<file path="src/rtl/core/fbpa_pkg.sv">
`default_nettype none

package fbpa_pkg;

    // field widths fixed by the request/response format
    localparam int OP_W     = 1;
    localparam int INDEX_W  = 4;
    localparam int STATUS_W = 2;
    localparam int OFFSET_W = 9;
    localparam int COUNT_W  = 5;

    localparam logic [OP_W-1:0] OP_ALLOC = 1'b0;
    localparam logic [OP_W-1:0] OP_FREE  = 1'b1;

    localparam logic [STATUS_W-1:0] STATUS_DONE    = 2'd0;
    localparam logic [STATUS_W-1:0] STATUS_EMPTY   = 2'd1;
    localparam logic [STATUS_W-1:0] STATUS_IGNORED = 2'd2;

    typedef enum logic [1:0] {
        ST_INIT,
        ST_IDLE,
        ST_READ
    } t_state;

    typedef struct packed {
        logic init_step;   // write one link entry of the startup sweep
        logic take;        // request transfer this cycle
        logic pop_finish;  // link read data is back, complete the pop
    } t_ctrl_cmd;

    typedef struct packed {
        logic init_last;   // sweep is at the last entry
        logic pop_req;     // pending request is an alloc on a non-empty list
    } t_dp_stat;

endpackage

`default_nettype wire

</file>
<file path="src/rtl/core/fbpa_req_if.sv">
`default_nettype none

interface fbpa_req_if import fbpa_pkg::*; ();
    logic               valid;
    logic               ready;
    logic [OP_W-1:0]    op;
    logic               block_given;
    logic [INDEX_W-1:0] block_index;

    modport source (output valid, output op, output block_given, output block_index,
                    input ready);
    modport sink   (input valid, input op, input block_given, input block_index,
                    output ready);
endinterface

`default_nettype wire

</file>
<file path="src/rtl/core/fbpa_rsp_if.sv">
`default_nettype none

interface fbpa_rsp_if import fbpa_pkg::*; ();
    logic                valid;
    logic                ready;
    logic [STATUS_W-1:0] status;
    logic [INDEX_W-1:0]  granted_index;
    logic [OFFSET_W-1:0] byte_offset;
    logic [COUNT_W-1:0]  blocks_in_use;
    logic                pool_empty;

    modport source (output valid, output status, output granted_index, output byte_offset,
                    output blocks_in_use, output pool_empty, input ready);
    modport sink   (input valid, input status, input granted_index, input byte_offset,
                    input blocks_in_use, input pool_empty, output ready);
endinterface

`default_nettype wire

</file>
<file path="src/rtl/core/fbpa_ram.sv">
`default_nettype none

module fbpa_ram #(
    parameter int WIDTH = 8,
    parameter int DEPTH = 16
) (
    input  wire logic                     i_clk,
    input  wire logic                     i_wr_en,
    input  wire logic [$clog2(DEPTH)-1:0] i_wr_addr,
    input  wire logic [WIDTH-1:0]         i_wr_data,
    input  wire logic [$clog2(DEPTH)-1:0] i_rd_addr,
    output logic      [WIDTH-1:0]         o_rd_data
);

    logic [WIDTH-1:0] r_mem [DEPTH];
    logic [WIDTH-1:0] r_rd_data;

    always_ff @(posedge i_clk) begin
        if (i_wr_en) begin
            r_mem[i_wr_addr] <= i_wr_data;
        end
        r_rd_data <= r_mem[i_rd_addr];
    end

    assign o_rd_data = r_rd_data;

endmodule

`default_nettype wire

</file>
<file path="src/rtl/core/fbpa_ctrl.sv">
`default_nettype none

module fbpa_ctrl import fbpa_pkg::*; (
    input  wire logic      i_clk,
    input  wire logic      i_rst_n,
    input  wire logic      i_in_valid,
    output logic           o_in_ready,
    output logic           o_out_valid,
    input  wire logic      i_out_ready,
    input  wire t_dp_stat  i_stat,
    output t_ctrl_cmd      o_cmd
);

    t_state r_state, n_state;
    logic   r_out_valid, n_out_valid;
    logic   in_ready;

    // outputs
    always_comb begin
        o_cmd    = '0;
        in_ready = 1'b0;
        case (r_state)
            ST_INIT: begin
                o_cmd.init_step = 1'b1;
            end
            ST_IDLE: begin
                // result register must be empty or draining this cycle
                in_ready   = !r_out_valid || i_out_ready;
                o_cmd.take = i_in_valid && in_ready;
            end
            ST_READ: begin
                o_cmd.pop_finish = 1'b1;
            end
            default: begin
            end
        endcase
    end

    // next state
    always_comb begin
        n_state = r_state;
        case (r_state)
            ST_INIT: begin
                if (i_stat.init_last) begin
                    n_state = ST_IDLE;
                end
            end
            ST_IDLE: begin
                if (o_cmd.take && i_stat.pop_req) begin
                    n_state = ST_READ;
                end
            end
            ST_READ: begin
                n_state = ST_IDLE;
            end
            default: begin
                n_state = ST_INIT;
            end
        endcase
    end

    always_comb begin
        n_out_valid = r_out_valid && !i_out_ready;
        if ((o_cmd.take && !i_stat.pop_req) || o_cmd.pop_finish) begin
            n_out_valid = 1'b1;
        end
    end

    always_ff @(posedge i_clk) begin
        if (!i_rst_n) begin
            r_state     <= ST_INIT;
            r_out_valid <= 1'b0;
        end else begin
            r_state     <= n_state;
            r_out_valid <= n_out_valid;
        end
    end

    assign o_in_ready  = in_ready;
    assign o_out_valid = r_out_valid;

    // pop completion always finds the result register free
    a_read_out_free: assert property (@(posedge i_clk) disable iff (!i_rst_n)
        r_state == ST_READ |-> !r_out_valid)
        else $error("result register busy while a pop completes");

    a_pop_to_read: assert property (@(posedge i_clk) disable iff (!i_rst_n)
        o_cmd.take && i_stat.pop_req |=> r_state == ST_READ)
        else $error("pop transfer did not enter the link read");

    a_read_gives_result: assert property (@(posedge i_clk) disable iff (!i_rst_n)
        r_state == ST_READ |=> r_out_valid)
        else $error("pop produced no result");

endmodule

`default_nettype wire

</file>
<file path="src/rtl/core/fbpa_datapath.sv">
`default_nettype none

module fbpa_datapath import fbpa_pkg::*; #(
    parameter int BLOCK_COUNT = 16,
    parameter int BLOCK_BYTES = 32
) (
    input  wire logic                i_clk,
    input  wire logic                i_rst_n,
    input  wire t_ctrl_cmd           i_cmd,
    output t_dp_stat                 o_stat,
    input  wire logic [OP_W-1:0]     i_op,
    input  wire logic                i_block_given,
    input  wire logic [INDEX_W-1:0]  i_block_index,
    output logic      [STATUS_W-1:0] o_status,
    output logic      [INDEX_W-1:0]  o_granted_index,
    output logic      [OFFSET_W-1:0] o_byte_offset,
    output logic      [COUNT_W-1:0]  o_blocks_in_use,
    output logic                     o_pool_empty
);

    localparam int AW     = $clog2(BLOCK_COUNT);
    localparam int CNT_W  = $clog2(BLOCK_COUNT + 1);
    localparam int BB_W   = $clog2(BLOCK_BYTES + 1);
    localparam int PROD_W = AW + BB_W;
    localparam int CMP_W  = (CNT_W > INDEX_W) ? CNT_W : INDEX_W;

    localparam logic [CNT_W-1:0] EMPTY_MARK = CNT_W'(BLOCK_COUNT);
    localparam logic [AW-1:0]    LAST_ADDR  = AW'(BLOCK_COUNT - 1);

    logic [CNT_W-1:0] r_head, n_head;
    logic [CNT_W-1:0] r_used, n_used;
    logic [AW-1:0]    r_init_cnt, n_init_cnt;
    logic [AW-1:0]    r_grant;

    logic [STATUS_W-1:0] r_status, n_status;
    logic [INDEX_W-1:0]  r_granted, n_granted;
    logic [OFFSET_W-1:0] r_offset, n_offset;
    logic [COUNT_W-1:0]  r_used_out, n_used_out;
    logic                r_empty, n_empty;
    logic                load_out;

    logic             is_alloc;
    logic             head_empty;
    logic             free_ok;
    logic             wr_en;
    logic [AW-1:0]    wr_addr;
    logic [CNT_W-1:0] wr_data;
    logic [CNT_W-1:0] rd_data;
    logic [PROD_W-1:0] prod;

    assign is_alloc   = (i_op == OP_ALLOC);
    assign head_empty = (r_head == EMPTY_MARK);
    assign free_ok    = i_block_given && (CMP_W'(i_block_index) < CMP_W'(BLOCK_COUNT));

    assign o_stat.init_last = (r_init_cnt == LAST_ADDR);
    assign o_stat.pop_req   = is_alloc && !head_empty;

    // link store: startup sweep writes i+1, a free writes the old head
    assign wr_en   = i_cmd.init_step || (i_cmd.take && !is_alloc && free_ok);
    assign wr_addr = i_cmd.init_step ? r_init_cnt : AW'(i_block_index);
    assign wr_data = i_cmd.init_step ? (CNT_W'(r_init_cnt) + CNT_W'(1)) : r_head;

    fbpa_ram #(
        .WIDTH (CNT_W),
        .DEPTH (BLOCK_COUNT)
    ) u_link_ram (
        .i_clk     (i_clk),
        .i_wr_en   (wr_en),
        .i_wr_addr (wr_addr),
        .i_wr_data (wr_data),
        .i_rd_addr (AW'(r_head)),
        .o_rd_data (rd_data)
    );

    assign prod = PROD_W'(r_grant) * PROD_W'(BLOCK_BYTES);

    always_comb begin
        n_head     = r_head;
        n_used     = r_used;
        n_init_cnt = r_init_cnt;
        load_out   = 1'b0;
        n_status   = STATUS_DONE;
        n_granted  = '0;
        n_offset   = '0;
        n_used_out = COUNT_W'(r_used);
        n_empty    = head_empty;

        if (i_cmd.init_step) begin
            n_init_cnt = r_init_cnt + AW'(1);
        end

        if (i_cmd.take) begin
            if (is_alloc) begin
                if (head_empty) begin
                    load_out = 1'b1;
                    n_status = STATUS_EMPTY;
                end else if (r_used < EMPTY_MARK) begin
                    n_used = r_used + CNT_W'(1);
                end
            end else if (free_ok) begin
                n_head     = CNT_W'(i_block_index);
                load_out   = 1'b1;
                n_empty    = 1'b0;
                if (r_used != '0) begin
                    n_used = r_used - CNT_W'(1);
                end
                n_used_out = COUNT_W'(n_used);
            end else begin
                load_out = 1'b1;
                n_status = STATUS_IGNORED;
            end
        end

        if (i_cmd.pop_finish) begin
            n_head     = rd_data;
            load_out   = 1'b1;
            n_granted  = INDEX_W'(r_grant);
            n_offset   = OFFSET_W'(prod);
            n_empty    = (rd_data == EMPTY_MARK);
        end
    end

    always_ff @(posedge i_clk) begin
        if (!i_rst_n) begin
            r_head     <= '0;
            r_used     <= '0;
            r_init_cnt <= '0;
        end else begin
            r_head     <= n_head;
            r_used     <= n_used;
            r_init_cnt <= n_init_cnt;
        end
    end

    always_ff @(posedge i_clk) begin
        if (i_cmd.take && o_stat.pop_req) begin
            r_grant <= AW'(r_head);
        end
        if (load_out) begin
            r_status   <= n_status;
            r_granted  <= n_granted;
            r_offset   <= n_offset;
            r_used_out <= n_used_out;
            r_empty    <= n_empty;
        end
    end

    assign o_status        = r_status;
    assign o_granted_index = r_granted;
    assign o_byte_offset   = r_offset;
    assign o_blocks_in_use = r_used_out;
    assign o_pool_empty    = r_empty;

    a_used_bound: assert property (@(posedge i_clk) disable iff (!i_rst_n)
        r_used <= EMPTY_MARK)
        else $error("block count beyond pool size");

    a_head_bound: assert property (@(posedge i_clk) disable iff (!i_rst_n)
        r_head <= EMPTY_MARK)
        else $error("free list head out of range");

endmodule

`default_nettype wire

</file>
<file path="src/rtl/core/fixed_block_pool_allocator.sv">
// Fixed-size block pool allocator, LIFO free list.
//
// i_req (sink): one request per transfer. op selects alloc or free;
// block_given and block_index name the block on a free.
// o_rsp (source): one response per request, in request order: status,
// granted index, byte offset, blocks in use and the empty flag.
//
// A free, a null free or an alloc on an empty pool shows its response in
// the cycle after the request transfer; an alloc that pops a block also
// passes through ST_READ, set by the registered read of the link memory.
// One free per cycle unless the receiver stalls; i_req.ready is low in ST_READ.
//
// After reset the link memory is swept, one entry per cycle, over all
// BLOCK_COUNT entries; i_req.ready stays low during the sweep.
// One response is held in an output register. While the receiver stalls,
// the block holds that response and lowers i_req.ready until it is taken.
`default_nettype none

module fixed_block_pool_allocator import fbpa_pkg::*; #(
    parameter int BLOCK_COUNT = 16,
    parameter int BLOCK_BYTES = 32
) (
    input  wire logic   i_clk,
    input  wire logic   i_rst_n,
    fbpa_req_if.sink    i_req,
    fbpa_rsp_if.source  o_rsp
);

    t_ctrl_cmd cmd;
    t_dp_stat  stat;

    fbpa_ctrl u_ctrl (
        .i_clk       (i_clk),
        .i_rst_n     (i_rst_n),
        .i_in_valid  (i_req.valid),
        .o_in_ready  (i_req.ready),
        .o_out_valid (o_rsp.valid),
        .i_out_ready (o_rsp.ready),
        .i_stat      (stat),
        .o_cmd       (cmd)
    );

    fbpa_datapath #(
        .BLOCK_COUNT (BLOCK_COUNT),
        .BLOCK_BYTES (BLOCK_BYTES)
    ) u_datapath (
        .i_clk           (i_clk),
        .i_rst_n         (i_rst_n),
        .i_cmd           (cmd),
        .o_stat          (stat),
        .i_op            (i_req.op),
        .i_block_given   (i_req.block_given),
        .i_block_index   (i_req.block_index),
        .o_status        (o_rsp.status),
        .o_granted_index (o_rsp.granted_index),
        .o_byte_offset   (o_rsp.byte_offset),
        .o_blocks_in_use (o_rsp.blocks_in_use),
        .o_pool_empty    (o_rsp.pool_empty)
    );

endmodule

`default_nettype wire
</file>
<file path="src/flat_wrapper.sv">
// flat-port wrapper written by rule: the top's interface ports become plain ports
module fixed_block_pool_allocator_flat import fbpa_pkg::*;
#(
    parameter int BLOCK_COUNT = 16,
    parameter int BLOCK_BYTES = 32
)
  (i_clk, i_rst_n, i_req_valid, i_req_op, i_req_block_given, i_req_block_index, i_req_ready, o_rsp_valid, o_rsp_status, o_rsp_granted_index, o_rsp_byte_offset, o_rsp_blocks_in_use, o_rsp_pool_empty, o_rsp_ready);
  fbpa_req_if i_req_i ();
  fbpa_rsp_if o_rsp_i ();
  input  wire logic i_clk;
  input  wire logic i_rst_n;
  input wire logic [$bits(i_req_i.valid)-1:0] i_req_valid;
  input wire logic [$bits(i_req_i.op)-1:0] i_req_op;
  input wire logic [$bits(i_req_i.block_given)-1:0] i_req_block_given;
  input wire logic [$bits(i_req_i.block_index)-1:0] i_req_block_index;
  output wire logic [$bits(i_req_i.ready)-1:0] i_req_ready;
  output wire logic [$bits(o_rsp_i.valid)-1:0] o_rsp_valid;
  output wire logic [$bits(o_rsp_i.status)-1:0] o_rsp_status;
  output wire logic [$bits(o_rsp_i.granted_index)-1:0] o_rsp_granted_index;
  output wire logic [$bits(o_rsp_i.byte_offset)-1:0] o_rsp_byte_offset;
  output wire logic [$bits(o_rsp_i.blocks_in_use)-1:0] o_rsp_blocks_in_use;
  output wire logic [$bits(o_rsp_i.pool_empty)-1:0] o_rsp_pool_empty;
  input wire logic [$bits(o_rsp_i.ready)-1:0] o_rsp_ready;
  assign i_req_i.valid = i_req_valid;
  assign i_req_i.op = i_req_op;
  assign i_req_i.block_given = i_req_block_given;
  assign i_req_i.block_index = i_req_block_index;
  assign i_req_ready = i_req_i.ready;
  assign o_rsp_valid = o_rsp_i.valid;
  assign o_rsp_status = o_rsp_i.status;
  assign o_rsp_granted_index = o_rsp_i.granted_index;
  assign o_rsp_byte_offset = o_rsp_i.byte_offset;
  assign o_rsp_blocks_in_use = o_rsp_i.blocks_in_use;
  assign o_rsp_pool_empty = o_rsp_i.pool_empty;
  assign o_rsp_i.ready = o_rsp_ready;
  fixed_block_pool_allocator #(.BLOCK_COUNT(BLOCK_COUNT), .BLOCK_BYTES(BLOCK_BYTES)) u_core (.i_clk(i_clk), .i_rst_n(i_rst_n), .i_req(i_req_i), .o_rsp(o_rsp_i));
endmodule
</file>
<file path="config.mk">
export PLATFORM = sky130hd
export DESIGN_NAME = fixed_block_pool_allocator_flat
export DESIGN_NICKNAME = d
export VERILOG_FILES = /design/src/rtl/core/fbpa_pkg.sv /design/src/rtl/core/fbpa_req_if.sv /design/src/rtl/core/fbpa_rsp_if.sv /design/src/rtl/core/fbpa_ram.sv /design/src/rtl/core/fbpa_ctrl.sv /design/src/rtl/core/fbpa_datapath.sv /design/src/rtl/core/fixed_block_pool_allocator.sv /design/src/flat_wrapper.sv
export SDC_FILE = /design/constraint.sdc
export NUM_CORES = 1
export LEC_CHECK = 0
export BUFFER_PORTS_ARGS = -buffer_cell sky130_fd_sc_hd__buf_2
export CAP_MARGIN = 15
export CORE_ASPECT_RATIO = 0.7
export CORE_MARGIN = 2
export CORE_UTILIZATION = 54
export DETAILED_ROUTE_END_ITERATION = 8
export PLACE_DENSITY = 0.75
export REMOVE_ABC_BUFFERS = 1
export SLEW_MARGIN = 0
export SYNTH_ARGS = -nofsm -noshare
export SYNTH_HDL_FRONTEND = slang
export SYNTH_SLANG_ARGS = --single-unit
</file>
<file path="constraint.sdc">
create_clock -name i_clk -period 3 [get_ports i_clk]
set_clock_uncertainty 0.1 [all_clocks]
set_input_delay 0.6 -clock i_clk [delete_from_list [all_inputs] [get_ports i_clk]]
set_output_delay 0.6 -clock i_clk [all_outputs]
set_load 0.03 [all_outputs]
</file>
* Yosys cells after proc, flatten, opt, wreduce, memory -nomap -nowiden
Memory sizes are Yosys's and may differ from the RTL's. A register that Yosys moved wholly into a read port is not among the register bits. Cells that the tools add are included.
Storage, ports and cells: memories 1, RAM bits 80, register bits 38, word-level logic and storage cells 83, output and inout bits 23
Memory list:
- u_core.u_datapath.u_link_ram.r_mem | words 16, width 5, read ports 1, clocked after memory_dff 1, write ports 1, RTL line fbpa_ram.sv:15 | logic [WIDTH-1:0] r_mem [DEPTH];
Cells by class: order comparisons 1, reduce and logical (&&, ||, !) cells 23, add/sub/neg operators 4, multiplexer cells 34, equal/unequal tests 8, bitwise operators 1
Operator list (number):
- two-way mux 5 bit | 12
- two-way mux 1 bit | 16
- == test 5 bit (second input constant) | 2
- two-way mux 2 bit | 4
- nonzero test 2 bit | 4
- logical AND 1 bit | 7
- case mux 2 bit (3 select lines) | 1
- AND reduction 3 bit | 2
- adder 4 x 1 -> 5 bit (second input constant) | 1
- adder 5 x 1 -> 5 bit (second input constant) | 1
- less-than comparator 5 bit (second input constant) | 1
- nonzero test 5 bit | 1
- subtractor 5 x 1 -> 5 bit (second input constant) | 1
- adder 4 x 1 -> 4 bit (second input constant) | 1
- == test 4 bit (second input constant) | 1
- zero test 1 bit | 4
- two-way mux 4 bit | 1
- != test 2 bit (second input constant) | 2
- logical OR 1 bit | 3
- == test 2 x 1 -> 1 bit (second input constant) | 1
- == test 2 bit (second input constant) | 1
- zero test 2 bit | 1
- != test 2 x 1 -> 1 bit (second input constant) | 1
- AND reduction 2 bit | 1
- inverter 1 bit | 1

* Depth between registers and ports, before layout
Gate-level depths: netlist of run 1.
depth after elaboration 9, gate-level depth with buffers 7, depth with buffers taken out 6

* Hierarchy
A second synthesis of run 1 with hierarchy kept.
Second synthesis, totals: cell total of the unflattened synthesis 341, area, all modules 5032.3 µm²
Modules (own cells, without submodules):
- fbpa_ram | area an instance 3213.1 µm², seq. area each 2502.4 µm², instances 1, cells an instance 155
- fbpa_datapath | area an instance 1661.6 µm², seq. area each 760.7 µm², instances 1, cells an instance 170
- fbpa_ctrl | area an instance 157.7 µm², seq. area each 60.1 µm², instances 1, cells an instance 16

* Worst setup path after synthesis of run 1
No wires, ideal clock.
path kind input-to-reg, start point input port o_rsp_ready, end point register u_core.u_datapath.r_used_out[0] (netlist: u_core.u_datapath.o_blocks_in_use[0]), enable pin, data arrival time 1.975 ns, setup slack 0.525 ns, library setup time 0.400 ns, data required time 2.500 ns, cell stages on the path 4, cells stage by stage nand2b_1 nand3_1 clkbuf_1 o21ai_0
Between the ends: longest elaborated chain between the ends 5
Ends and longest elaborated chain:
- from (decl) | RTL line flat_wrapper.sv:23 | input wire logic [$bits(o_rsp_i.ready)-1:0] o_rsp_ready;
- logical OR 1 bit | RTL line fbpa_ctrl.sv:28 | in_ready = !r_out_valid || i_out_ready;
- logical AND 1 bit | RTL line fbpa_ctrl.sv:29 | o_cmd.take = i_in_valid && in_ready;
- two-way mux 1 bit | RTL line fbpa_ctrl.sv:22 | case (r_state)
- two-way mux 1 bit | RTL line fbpa_datapath.sv:92 | if (i_cmd.take) begin
- two-way mux 1 bit | RTL line fbpa_datapath.sv:114 | if (i_cmd.pop_finish) begin
- named net u_core.u_datapath.load_out | RTL line fbpa_datapath.sv:40 | logic load_out;
- to (signal assigned) | RTL line fbpa_datapath.sv:143 | r_used_out <= n_used_out;
- to (decl) | RTL line fbpa_datapath.sv:38 | logic [COUNT_W-1:0] r_used_out, n_used_out;
The timed path passes the listed nets, and every way through them passes these cells. A chain may end at the register's enable or synchronous reset.

* Worst setup path in the final report of run 1
start point register u_core.u_ctrl.r_state[0], end point memory u_core.u_datapath.u_link_ram.r_mem[1][0] in the netlist's numbering, enable pin
Between the ends: longest elaborated chain between the ends 7
Ends and longest elaborated chain:
- from (decl) | RTL line fbpa_ctrl.sv:14 | t_state r_state, n_state;
- from (signal assigned) | RTL line fbpa_ctrl.sv:74 | r_state <= n_state;
- == test 2 x 1 -> 1 bit | RTL line fbpa_ctrl.sv:22
- two-way mux 1 bit | RTL line fbpa_ctrl.sv:22
- logical AND 1 bit (2 in series) | RTL line fbpa_datapath.sv:59 | assign wr_en = i_cmd.init_step || (i_cmd.take && !is_alloc && free_ok);
- logical OR 1 bit | RTL line fbpa_datapath.sv:59
- two-way mux 1 bit | RTL line fbpa_ram.sv:19 | if (i_wr_en) begin
- two-way mux 1 bit (not written as such) | RTL line fbpa_ram.sv:20 | r_mem[i_wr_addr] <= i_wr_data;
- to (decl) | RTL line fbpa_ram.sv:15
Several ways; a longest one is shown, not always the timed one.

==> results of run 1 <==
[Yosys cell counts, types with 6 or more instances]
library cell,number
edfxtp_1,96
nor2_1,30
dfxtp_1,22
a21oi_1,16
clkbuf_1,13
a31oi_1,12
mux4_2,12
nand2_1,12
mux4_1,11
o21ai_0,11
buf_4,10
inv_1,10
and2_1,7
mux2i_1,6
nand3_1,6
nor3_1,6
xnor2_1,6
[through the flow]
step	total power [mW]	setup WS (ns)	std cells	hold WS, ns
2_1_floorplan	1.95	0.427	324	0.355
3_3_place_gp	2.02	0.547	488	0.404
3_5_place_dp	2.02	0.526	488	0.389
4_1_cts	4.22	0.700	520	0.408
5_1_grt	4.30	0.502	520	0.418
6_report	4.21	0.637	520	0.419
[critical path, stage by stage (launching register included)]
cell and delay (ns):
dfxtp_1 0.42, nand2b_1 0.18, nor4_2 0.28, buf_4 0.23, a31oi_1 0.29, nor2_1 0.49
[power by group]
group,leakage [nW],switching [mW],internal (mW)
clock network,0.312,0.702,1.51
registers,1.10,0.0210,1.82
logic,0.692,0.106,0.0453
[cell families after synthesis]
kind of cell             after synthesis  synth area share
AO/OA/AOI/OAI                         60            0.0743
XOR/XNOR                               6            0.0102
adder cells (fa/ha/maj)                3           0.00729
buffers and inverters                 41            0.0437
flip-flops                           118             0.645
multiplexers                          30             0.122
other                                  1          0.000728
AND/OR/NAND/NOR                       92            0.0964
[sequential cells by signal, summed over array words and instances (netlist names)]
| register | cells |
|---|---|
| u_core.u_datapath.u_link_ram.r_mem | 80 |
| u_core.u_datapath.o_blocks_in_use | 5 |
| u_core.u_datapath.r_head | 5 |
| u_core.u_datapath.r_used | 5 |
| u_core.u_datapath.u_link_ram.o_rd_data | 5 |
| u_core.u_datapath.o_byte_offset | 4 |
| u_core.u_datapath.r_grant | 4 |
| u_core.u_datapath.r_init_cnt | 4 |
| u_core.u_ctrl.r_state | 2 |
| u_core.u_datapath.o_status | 2 |
| u_core.u_ctrl.o_out_valid | 1 |
| u_core.u_datapath.o_pool_empty | 1 |
[cell type report]
class,count,share of cell area
repair buffers,40,0.0387
clock inverters,10,0.0294
multi-input cells,196,0.269
inverters,10,0.00625
well taps,124,0.0258
clock buffers,22,0.0773
flip-flops and latches,118,0.553
[layer usage]
layer	wire length [um]	global-route usage
met5	0	0
met4	229	0.0846
met3	1320	0.0911
met2	4860	0.317
met1	5370	0.389
[worst paths after layout]
check	start	slack, ns	endpoint	cells after the start
setup reg to reg	u_core.u_ctrl.r_state[0]	0.64	u_core.u_datapath.u_link_ram.r_mem[1][0]	5
hold / removal	u_core.u_datapath.r_grant[3]	0.42	u_core.u_datapath.o_byte_offset[8]	1
hold reg to reg	u_core.u_datapath.r_grant[3]	0.42	u_core.u_datapath.o_byte_offset[8]	1
setup / recovery	u_core.u_ctrl.r_state[0]	0.64	u_core.u_datapath.u_link_ram.r_mem[1][0]	5
==> reports/metrics.yaml, run 1 <==
status: "complete, no violations"
postRouteWirelength_mm: 11.8
netlist_top_cells_area: "edfxtp_1 56%, dfxtp_1 8.5%, mux4_1 5.6%, mux4_2 5.2%, nor2_1 2.2%"
regArea_mm2: 0.00332
cts-root-buf: "clkbuf_16"
max-slew-margin-rel: 0.487
postRouteAntennaNets: 0
grt_pass1_vias: 2950
cts_hold_buf: 0
cp.arrival_ns: 2.32
cts_tree: "done"
yosys_register_bits: 118
setup_viol: 0
place_area_mm2: 0.00537
synth_cells: 351
die_w_um: 121
fin_crit_sh: 0.788
io_pins: 33
yosysTopAreaCell: "edfxtp_1"
ys.flop_type: "edfxtp_1"
drv_cap: 0
ys_seq_area_frac: 0.645
final_common_cell: "edfxtp_1"
drcViolationCount: 0
multi_input_area_mm2: 0.00162
netlist_area_mm2: 0.00515
vdd_drop_max_uv: 697
hold_violations: 0
nNetsFinal: 396
die_area_mm2: 0.0104
yosys_warnings: 0
mostFrequentLayoutCells: "96 x edfxtp_1, 30 x nor2_1, 27 x buf_2"
cts_sinks: 118
fill_cells: 645
crit_required_ns: 2.95
path_class: "reg2reg"
vias: 3247
fin_tns_setup_ns: 0
cts.repair.resized: 0
syn_area_per_cell_um2: 14.7
dr.pass1.iters: 5
antenna_found_initial: 0
synth.top_cell.area_share: 0.559
hpwl_mm: 7.81
worst_pin_slew_ns: 0.767
core_mm2: 0.00918
diodes: 0
cts_setup_buffers: 0
htreeDepth: 4
p_leak_nw: 2.10
numCtsBuffers: 17
grt_remaining_overflow: 0
worst_setup_path_end_kind: "register"
cts_max_path_buffers: 2
clock_latency_ns: 0.41
synth_cell_types: 52
io_buffers: 27
critPathLaunchType: "register"
async_reset_ff_frac: 0
area_growth_pct: 16.6
fin_util: 0.654
initial_core_util: 0.561
grt_pass1_wl_mm: 18.1
grt.total_usage: 0.248
worstHoldPathType: "reg2reg"
slew_violations: 0
synth_edf_count: 96
design_area_mm2: 0.00601
path_clk_slew_ns: 0.06
drive_gt1_frac: 0.222
grt_max_degree: 21
row_count: 29
period_needed_ns: 2.36
first_iter_violations: 404
p_per_area_mw_per_mm2: 700
wl_per_cell_um: 22.6
crit_fanout: 10
max_freq_ghz: 0.423
rsz0062_at_grt: "no"
die_y_um: 85.7
vias_per_cell: 6.24
gp_congestion: 1.03
No activity file was read; power rests on OpenSTA's default activity.
==> run 2, diff against run 1 <==
clock period = 2.25 ns   (was 3 ns; I/O delays follow)
==> run 2 against run 1 <==
  * Critical path depth grew 1
  * Register-to-register slack lost 0.45 ns
  * Count of clock-buffer cells in the layout shrank 5
  * Hold slack lost 0.15 ns
  * Design area grew 2.3%
  * Combinational power grew 34%
  * Via count grew 0.71%
  * Clock power grew 25%
  * Fmax grew 15%
  * Largest cell class unchanged
  * Largest power group unchanged
==> reports/metrics.yaml, run 2 (same netlist as run 1, synthesis figures left out) <==
grt_max_degree: 17
slowest_stage: "dfxtp_1"
grt_pass1_vias: 3149
crit_fanout: 10
critPathBufInv: 2
setup_ws_ns: 0.191
numCtsBuffers: 17
worstHoldPathType: "in2reg"
path_delay_family: "simple AND/OR/NAND/NOR gates"
fin_crit_sh: 0.915
area_growth_pct: 19.3
dr.pass1.iters: 5
pwr-share-seq: 0.452
row_count: 29
cts_max_path_buffers: 2
switching_share: 0.202
final_common_cell: "edfxtp_1"
hold_violations: 0
cts-root-buf: "clkbuf_16"
clock_latency_ns: 0.42
postRouteWirelength_mm: 11.2
total_power_mw: 5.43
grt_remaining_overflow: 0
setup_viol: 0
p_leak_nw: 2.21
period_needed_ns: 2.06
path_class: "reg2reg"
first_iter_violations: 334
clockPowerShare: 0.511
max-slew-margin-rel: 0.546
worst_pin_slew_ns: 0.675
critPathLaunchType: "register"
mostFrequentLayoutCells: "96 x edfxtp_1, 35 x buf_4, 29 x nor2_1"
largest_reg_flops: 80
crit_required_ns: 2.27
grt.total_usage: 0.238
cpMostUsedCell: "buf_4"
slew_violations: 0
power_frac_comb: 0.037
cp.arrival_ns: 2.08
gp_congestion: 0.897
grt_pass1_wl_mm: 17.4
regMostFlops: "u_core.u_datapath.u_link_ram.r_mem"
fin_util: 0.670
intPower_mw: 4.33
io_buffers: 27
max_stage_delay_ns: 0.35
vias_per_cell: 6.03
die_w_um: 121
hold_slack_ns: 0.269
fin_tns_setup_ns: 0
postRouteAntennaNets: 0
rsz0062_at_grt: "no"
worst_setup_path_end_kind: "register"
cts_sinks: 118
max_freq_ghz: 0.486
die_y_um: 85.7
crit_chain: "nand2b_1 > nor4_2 > buf_4 > a31oi_1 > nor2_1 > buf_4"
antenna_found_initial: 0
status: "complete, no violations"
path_clk_slew_ns: 0.06
diodes: 0
core_mm2: 0.00918
drive_gt1_frac: 0.273
cts_tree: "done"
hpwl_mm: 7.55
cts_setup_buffers: 0
drv_cap: 0
place_ws_ns: 0.0357
drcViolationCount: 0
cts_hold_buf: 0
p_per_area_mw_per_mm2: 883
initial_core_util: 0.561
switchingPower_mw: 1.10
io_pins: 33
wl_per_cell_um: 20.6
vdd_drop_max_uv: 849
htreeDepth: 4
die_area_mm2: 0.0104
vias: 3270
nNetsFinal: 418
## run 2: cell count changes in the layout (fill, tap and decap cells not counted)
cell	before	now
buf_4	13	35
bufinv_16	5	4
clkbuf_1	3	0
clkbuf_8	2	0
clkinv_2	3	6
clkinv_4	0	2
clkinvlp_4	1	2
nor2_1	30	29
nor2_2	0	1
## run 2: stage by stage
step / instance area, um^2 / instances
after floorplan: 4980 / 324
after global placement: 5530 / 509
after detailed placement: 5530 / 509
after CTS: 6140 / 541
after global routing: 6150 / 542
final: 6150 / 542
## run 2: cell type report
type                            count  area, um^2
Sequential cell                   118        3320
Fill cell                         630        3030
Multi-Input combinational cell    196        1620
Clock buffer                       17         425
Timing Repair Buffer               62         398
Clock inverter                     15         186
Tap cell                          124         155
Inverter                           10        37.5
## run 2: layer usage
metal / track usage / part of all wire / wire length (um) / vias to the layer above
met5: 0 / 0 / 0 / -
met4: 0.0920 / 0.018 / 201 / 0
met3: 0.0858 / 0.087 / 976 / 19
met2: 0.334 / 0.45 / 5020 / 159
met1: 0.343 / 0.45 / 4990 / 1624
li1: - / - / - / 1468
## run 2: path summary, 6_finish.rpt
| kind | start | to | slack [ns] | depth (start not counted) |
|---|---|---|---|---|
| worst max register to register | u_core.u_ctrl.r_state[1] | u_core.u_datapath.u_link_ram.r_mem[13][3] | 0.19 | 6 |
| worst min register to register | u_core.u_datapath.u_link_ram.o_rd_data[4] | u_core.u_datapath.r_head[4] | 0.40 | 2 |
| worst max-delay path | u_core.u_ctrl.r_state[1] | u_core.u_datapath.u_link_ram.r_mem[13][3] | 0.19 | 6 |
| worst min-delay path | i_rst_n | u_core.u_ctrl.o_out_valid | 0.27 | 2 |
## run 2: repair_timing
item / in CTS / in global routing
endpoints found under the hold margin: 0 / 0
endpoints found under the setup margin: 0 / 5
resized for setup: 0 / 1
## run 2: power by group through the flow
stage | logic, mW | clock network [mW] | registers (mW)
floorplan | 0.115 | 0 | 2.49
global placement | 0.191 | 0 | 2.50
detailed placement | 0.198 | 0 | 2.50
CTS | 0.200 | 2.81 | 2.45
global route | 0.221 | 2.92 | 2.46
finish | 0.202 | 2.77 | 2.46
==> run 3, diff against run 2 <==
PLACE_DENSITY = 0.69   (was 0.75)
==> run 3 against run 2 <==
  * Worst setup slack got worse by 0.055 ns
  * Register-to-register slack worse by 0.06 ns
  * Sequential cell count stayed put
  * Utilization grew 0.20 points
  * Clock power hardly changed
  * Global-route usage grew 0.21 points
  * Count of clock-buffer cells in the layout up 3
  * Total power up 0.39%
  * First-iteration DRC count decreased by 19%
  * Sequential power about the same
  * Design area grew 0.31%
  * Fmax fell by 2.6%
  * Largest cell class unchanged
==> reports/metrics.yaml, run 3 (same netlist as run 1, synthesis figures left out) <==
status: "complete, no violations"
period_needed_ns: 2.11
critPathBufInv: 2
postRouteAntennaNets: 0
wl_per_cell_um: 21.1
crit_chain: "nand2b_1 > nor4_2 > buf_4 > a31oi_1 > nor2_1 > buf_4"
met2_usage: 0.326
antenna_found_initial: 0
postRouteWirelength_mm: 11.5
rsz0062_at_grt: "no"
switchingPower_mw: 1.10
path_class: "reg2reg"
drive_gt1_frac: 0.268
vias_per_cell: 5.93
crit_fanout: 12
place_ws_ns: 0.0461
clockPowerShare: 0.510
clock_latency_ns: 0.40
grt_remaining_overflow: 0
cp.depth: 6
p_leak_nw: 2.20
dr.pass1.iters: 5
drv_cap: 0
worstHoldPathType: "in2reg"
grt-busiest-layer: "met1"
power_frac_comb: 0.040
gp_congestion: 0.943
regMostFlops: "u_core.u_datapath.u_link_ram.r_mem"
use_met3: 0.0765
slowest_stage: "dfxtp_1"
cp.arrival_ns: 2.14
switching_share: 0.201
largest_reg_flops: 80
cts-root-buf: "clkbuf_16"
cts_setup_buffers: 0
htreeDepth: 4
pwr-share-seq: 0.451
fin_crit_sh: 0.940
cpMostUsedCell: "buf_4"
path_delay_family: "simple AND/OR/NAND/NOR gates"
hpwl_mm: 7.88
hold_violations: 0
crit_required_ns: 2.27
max_freq_ghz: 0.473
cp-endpoint: "u_core.u_datapath.u_link_ram.r_mem[7][0]"
grt_use_met1: 0.365
vias: 3216
diodes: 0
io_buffers: 27
nNetsFinal: 418
first_iter_violations: 272
setup_viol: 0
mostFrequentLayoutCells: "96 x edfxtp_1, 34 x buf_4, 30 x nor2_1"
grt_max_degree: 22
max-slew-margin-rel: 0.539
fin_util: 0.672
intPower_mw: 4.35
numCtsBuffers: 17
row_count: 29
worst_pin_slew_ns: 0.688
slew_violations: 0
critPathLaunchType: "register"
max_stage_delay_ns: 0.41
p_per_area_mw_per_mm2: 884
io_pins: 33
crit_start: "u_core.u_ctrl.r_state[0]"
reg2reg_to: "u_core.u_datapath.u_link_ram.r_mem[7][0]"
setup_ws_ns: 0.135
hp-start: "i_rst_n"
initial_core_util: 0.561
vdd_drop_max_uv: 905
path_clk_slew_ns: 0.06
r2r_slack_ns: 0.14
worst_setup_path_end_kind: "register"
die_w_um: 121
core_mm2: 0.00918
drcViolationCount: 0
cts_sinks: 118
cts_tree: "done"
grt.total_usage: 0.240
grt_pass1_vias: 3093
die_area_mm2: 0.0104
reg2reg_from: "u_core.u_ctrl.r_state[0]"
ff2ff_path_depth: 6
grt_pass1_wl_mm: 17.6
area_growth_pct: 19.7
final_common_cell: "edfxtp_1"
cts_max_path_buffers: 2
die_y_um: 85.7
-- run 3: cell types whose count changed in the layout (fill, tap and decap cells not counted), sizes merged --
cell,change
clkbuf,+3
clkinv,-6
inv,+1
clkinvlp,+2
-- run 3: final cells by class --
class,instances,area (um^2)
timing repair buffer,62,410
multi-input combinational,196,1630
inverter,10,37.5
clock buffer,20,437
sequential,118,3320
fill,624,3010
clock inverter,12,178
tap,124,155
-- run 3: power groups by stage --
stage / clock network, mW / logic, mW / registers [mW]
floorplan: 0 / 0.115 / 2.49
global placement: 0 / 0.208 / 2.50
detailed placement: 0 / 0.213 / 2.50
CTS: 2.81 / 0.213 / 2.46
global route: 2.91 / 0.234 / 2.46
finish: 2.78 / 0.216 / 2.46
-- run 3: stage by stage --
step	hold slack, ns	setup TNS (ns)	total power [mW]	cell area (um^2)	instances
after detailed placement	0.404	0	2.71	5550	510
after global placement	0.408	0	2.71	5550	510
after floorplan	0.355	-22.09	2.60	4980	324
after global routing	0.271	0	5.60	6170	542
final	0.273	0	5.45	6170	542
after CTS	0.266	0	5.48	6160	542
-- run 3: worst min-delay path by stage --
stage | depth (start not counted) | end
after floorplan | 2 | u_core.u_datapath.r_head[4]
after global placement | 1 | u_core.u_datapath.o_byte_offset[7]
after global routing | 2 | u_core.u_datapath.r_used[1]
after detailed placement | 1 | u_core.u_datapath.o_byte_offset[8]
after CTS | 2 | u_core.u_ctrl.o_out_valid
final | 2 | u_core.u_datapath.r_used[1]
-- run 3: per-layer routing --
| layer | part of all wire | up-vias |
|---|---|---|
| li1 | - | 1467 |
| met1 | 0.47 | 1546 |
| met2 | 0.41 | 179 |
| met3 | 0.10 | 24 |
| met4 | 0.021 | 0 |
| met5 | 0 | - |
-- run 3: what timing repair did --
| item | CTS | global route |
|---|---|---|
| setup endpoints to repair | 0 | 5 |
| hold buffers | 0 | 0 |
| resized for setup | 0 | 1 |
